--- src/rtl/core/cvm_pkg.sv ---
// ----------------------------------------------------------------------------
// cvm_pkg
// Shared constants for the cube-to-sphere vertex morph pipeline.
// ----------------------------------------------------------------------------
package cvm_pkg;

	localparam int CFG_IDX_W = 2;
	localparam int MF_W      = 12;
	localparam int R_W       = 15;
	localparam int CFG_W     = 15;
	localparam int RAD_W     = 64;
	localparam int ROOT_W    = 32;
	localparam int ROOT_STEPS = 32;
	localparam int QUOT_W    = 17;
	localparam int K_W       = 5;
	localparam int K_MAX     = 16;
	localparam int LANES     = 3;

	localparam logic [CFG_IDX_W-1:0] CFG_MORPH  = 2'd0;
	localparam logic [CFG_IDX_W-1:0] CFG_RADIUS = 2'd1;

	localparam logic signed [MF_W-1:0] MORPH_RESET  = 12'sd0;
	localparam logic [R_W-1:0]         RADIUS_RESET = 15'd1920;

endpackage

--- src/rtl/core/cvm_sqrt.sv ---
// ----------------------------------------------------------------------------
// cvm_sqrt
// Pipelined integer square root, one result bit per stage, with side payload.
// ----------------------------------------------------------------------------
module cvm_sqrt #(
	parameter int PW = 1
) (
	input  logic                        clk,
	input  logic                        arst_n,
	input  logic                        en,
	input  logic                        in_valid,
	input  logic [cvm_pkg::RAD_W-1:0]   in_rad,
	input  logic [PW-1:0]               in_pay,
	output logic                        out_valid,
	output logic [cvm_pkg::ROOT_W-1:0]  out_root,
	output logic [PW-1:0]               out_pay
);
	import cvm_pkg::*;

	logic             vld_s [ROOT_STEPS];
	logic [RAD_W-1:0] rem_s [ROOT_STEPS];
	logic [RAD_W-1:0] res_s [ROOT_STEPS];
	logic [PW-1:0]    pay_s [ROOT_STEPS];

	for (genvar i = 0; i < ROOT_STEPS; i++) begin : g_step
		localparam logic [RAD_W-1:0] BIT = RAD_W'(1) << (RAD_W - 2 - 2 * i);
		logic             v_in;
		logic [RAD_W-1:0] rem_in;
		logic [RAD_W-1:0] res_in;
		logic [PW-1:0]    pay_in;
		logic [RAD_W-1:0] trial;

		if (i == 0) begin : g_first
			assign v_in   = in_valid;
			assign rem_in = in_rad;
			assign res_in = '0;
			assign pay_in = in_pay;
		end else begin : g_next
			assign v_in   = vld_s[i-1];
			assign rem_in = rem_s[i-1];
			assign res_in = res_s[i-1];
			assign pay_in = pay_s[i-1];
		end

		assign trial = res_in + BIT;

		always_ff @(posedge clk or negedge arst_n) begin
			if (!arst_n) begin
				vld_s[i] <= 1'b0;
			end else if (en) begin
				vld_s[i] <= v_in;
			end
		end

		always_ff @(posedge clk) begin
			if (en) begin
				pay_s[i] <= pay_in;
				if (rem_in >= trial) begin
					rem_s[i] <= rem_in - trial;
					res_s[i] <= (res_in >> 1) + BIT;
				end else begin
					rem_s[i] <= rem_in;
					res_s[i] <= res_in >> 1;
				end
			end
		end
	end

	assign out_valid = vld_s[ROOT_STEPS-1];
	assign out_root  = res_s[ROOT_STEPS-1][ROOT_W-1:0];
	assign out_pay   = pay_s[ROOT_STEPS-1];

endmodule

--- config.mk ---
export PLATFORM = sky130hd
export DESIGN_NAME = cvm_sqrt
export DESIGN_NICKNAME = d
export VERILOG_FILES = /design/src/rtl/core/cvm_pkg.sv /design/src/rtl/core/cvm_sqrt.sv
export SDC_FILE = /design/constraint.sdc
export NUM_CORES = 2
export LEC_CHECK = 0
export BUFFER_PORTS_ARGS = -buffer_cell sky130_fd_sc_hd__buf_2
export CORE_MARGIN = 2
export CORE_UTILIZATION = 45
export DETAILED_ROUTE_END_ITERATION = 10
export PLACE_DENSITY = 0.59
export REMOVE_ABC_BUFFERS = 1
export SLEW_MARGIN = 20
export SYNTH_ARGS = -nofsm -noshare
export SYNTH_HDL_FRONTEND = slang
export SYNTH_MEMORY_MAX_BITS = 65536
export SYNTH_SLANG_ARGS = --single-unit
export TNS_END_PERCENT = 1
--- constraint.sdc ---
create_clock -name clk -period 3.7 [get_ports clk]
set_clock_uncertainty 0.05 [all_clocks]
set_input_delay 0.555 -clock clk [delete_from_list [all_inputs] [get_ports clk]]
set_output_delay 0.555 -clock clk [all_outputs]
set_load 0.05 [all_outputs]
==> flow_metrics.py <==
metrics = {
    "logic_synthesis": {
        "synth.top_cell.area_share_pct": 62.0,
        "synth_edf_count": 2544,
        "synth_ff_type": "edfxtp_1",
        "avgSynthCellArea_um2": 12.5,
        "synthArstFlopShare_pct": 1.24,
        "yosys_warnings": 0,
        "syn_inst": 9837,
        "synth_common_cells": "edfxtp_1 (2544), nand2_1 (757), inv_1 (694), ha_1 (558), nor2_1 (558)",
        "ys_types": 90,
        "synth.area.top_cells": "edfxtp_1 (62%), ha_1 (5.7%), xnor2_1 (3.2%), xor2_1 (3.2%), nand2_1 (2.3%)",
        "syn_area_um2": 123000,
        "synth.most_common_cell": "edfxtp_1",
        "synth.yosys.seq_area_share_pct": 62.7,
        "yosys.area.top_type": "edfxtp_1",
        "ys_ff_latch": 2576,
    },
    "floorplan": {
        "ios": 103,
        "core-area_um2": 273000,
        "initial_core_util_pct": 45.1,
        "rows": 192,
        "die_w_um": 527,
        "die_h_um": 527,
        "dieArea_um2": 278000,
    },
    "clock_tree": {
        "htreeDepth": 5,
        "cts_tree": "yes",
        "clk_latency_ps": 910,
        "clk_pin_slew_ps": 60,
        "cts_buffers": 290,
        "clockBufferDepth": 4,
        "clock-sinks": 2576,
        "cts-root-buf": "clkbuf_16",
    },
    "pwr": {
        "switchingPower_uw": 26100,
        "p_leak_uw": 0.0549,
        "p_sw_share_pct": 29.6,
        "p_per_area_nw_per_um2": 614,
        "irDropWorstVdd_uv": 388,
        "combinationalPowerShare_pct": 22.5,
        "clkPwrFrac_pct": 31.9,
        "cellInternalPower_uw": 62000,
        "seq_power_share_pct": 45.6,
    },
    "placement": {
        "numPlacedInstances": 14000,
        "gp_congestion": 0.947,
        "place.detailed.hpwl_um": 249000,
        "port_buffers": 102,
    },
    "timing": {
        "min_period_ps": 3720,
        "slew_headroom_pct": 35.1,
        "finalCritPeriodShare_pct": 100,
        "hold_violations": 0,
        "slew_viol_final": 0,
        "tightest_slew_ps": 973,
        "hold_ws_ps": 152,
        "grt_setup_unrepaired": "yes",
        "fmax_ghz": 0.269,
        "setup_slack_ps": -16.5,
        "setup_viol": 5,
    },
    "layout": {
        "area_growth_pct": 16.5,
        "fill_cells": 23200,
        "nets": 11400,
        "finalNonFillerCells": 14600,
        "drive_above_1_share_pct": 13.8,
    },
    "drt": {
        "drt-initial-drc-count": 7317,
        "routed_via_density": 5.58,
        "drc_errors": 0,
        "wl_um": 329000,
        "firstDrtPassIters": 6,
        "final_antenna_net_count": 0,
        "vias": 81300,
        "wl_per_cell_um": 22.6,
    },
    "status": {
        "violations": "negative setup slack",
        "status": "finished, violations left",
    },
    "grt": {
        "grt_pass1_wl_um": 493000,
        "overflow": 0,
        "grt_max_degree": 165,
        "track_usage_pct": 23.2,
        "grt_pass1_vias": 79800,
        "antenna_found_initial": 16,
    },
    "worst_setup_path": {
        "crit_type": "reg2reg",
        "cp_max_fo": 5,
        "crit_arrival_ps": 4270,
        "cp.required_ps": 4250,
        "startpoint_type": "register",
        "end_kind": "register",
    },
    "run": {
        "maxCapViolCount": 0,
    },
    "worst_hold_path": {
        "hold_class": "in2reg",
    },
}
[area by class of cell]
class | instances | area, um2 | area share [%]
Tap cell | 3589 | 4490 | 3.13
Inverter | 695 | 2610 | 1.82
Clock inverter | 153 | 1500 | 1.04
Clock buffer | 353 | 7660 | 5.34
Sequential cell | 2576 | 77200 | 53.8
Antenna cell | 4 | 10.0 | 0.00697
Multi-Input combinational cell | 6337 | 43200 | 30.1
Timing Repair Buffer | 866 | 6810 | 4.74
[flip-flops by register name (all words and copies together), names as in the netlist]
name	flops
pay_s	32
out_valid	1
rem_s	1984
g_step.v_in	31
res_s	528
[critical path: stages, from the launching register on]
cell and delay [ps]:
edfxtp_1 380, or4_4 550, or3_4 340, or4_4 430
or3_4 340, or3_4 350, nor3_4 190, and4_1 280
buf_6 150, a2111oi_0 60, buf_4 150, nand4_1 100
xnor2_1 80
[path summary, 6_finish.rpt]
kind / startpoint / to / slack [ps] / cells after the start
max in group asynchronous: arst_n / g_step[4].v_in / 2900 / 2
setup / recovery: rem_s[1][755] / rem_s[1][808] / -20 / 12
min in group asynchronous: arst_n / g_step[21].v_in / 260 / 2
setup reg to reg: rem_s[1][755] / rem_s[1][808] / -20 / 12
hold reg to reg: pay_s[1][7] / pay_s[1][8] / 340 / 0
hold / removal: en / res_s[1][32] / 150 / 2
[layout by cell type, fill, tap and decap left out, types with 40 or more instances in the layout]
cell	instances
nor2b_1	73
nand2_1	756
a21oi_1	514
nor3_1	259
o21a_1	101
nor4b_1	42
nor2_1	553
or4_1	63
xor2_1	444
nand3_1	179
or2_2	44
xnor2_1	445
o31ai_1	47
or3_1	102
buf_4	663
edfxtp_1	2544
buf_2	101
mux2_2	101
nor4_1	338
o21ai_0	482
a31oi_1	52
clkinv_2	40
nand2b_1	92
nand4_1	157
a21o_1	264
inv_1	694
dlygate4sd3_1	67
ha_1	549
clkinv_1	51
clkbuf_1	55
and3_1	45
clkbuf_16	298
o21bai_1	44
[cell families (layout without fill, tap and decap cells)]
group / after synthesis / in the layout / share of synthesized area, %
AO/OA/AOI/OAI: 1830 / 1830 / 9.19
XOR/XNOR: 889 / 889 / 6.32
adder cells (fa/ha/maj): 558 / 558 / 5.67
buffers and inverters: 926 / 2067 / 2.85
flip-flops: 2576 / 2576 / 62.7
multiplexers: 109 / 109 / 0.989
other: 0 / 4 / 0
AND/OR/NAND/NOR: 2949 / 2951 / 12.3
[power groups by stage]
stage	Sequential, uW	Clock [uW]	Combinational, uW
finish	40200	28100	19900
global route	40500	30000	22000
CTS	40200	28800	19600
detailed placement	40800	0	19300
global placement	40700	0	19100
floorplan	39200	0	12800
[what timing repair did]
item,4_1_cts,5_1_grt
hold buffers,67,0
endpoints found under the setup margin,139,383
pin swaps,7,22
gates resized for setup,32,152
gates cloned,2,0
buffers inserted,2,0
endpoints found under the hold margin,98,0
[layer usage]
metal	track usage (%)	routed length, um	up-vias
li1	-	-	38600
met5	0	24	-
met3	2.90	16700	443
met1	32.4	147000	40000
met4	5.58	7580	4
met2	38.4	157000	2263
[stage by stage]
step                setup slack [ps]  TNS [ps]  instance area [um2]  power [uW]  util (%)
global route                    -224     -6380               144000       92500      52.6
floorplan                       -963   -118050               122000       52000         -
CTS                            -29.1      -125               143000       88600      52.4
global placement                -398    -14200               133000       59900      48.7
finish                         -16.5     -60.5               144000       88100      52.6
detailed placement              -425    -16680               133000       60100      48.7
(Power assumes the default switching activity.)
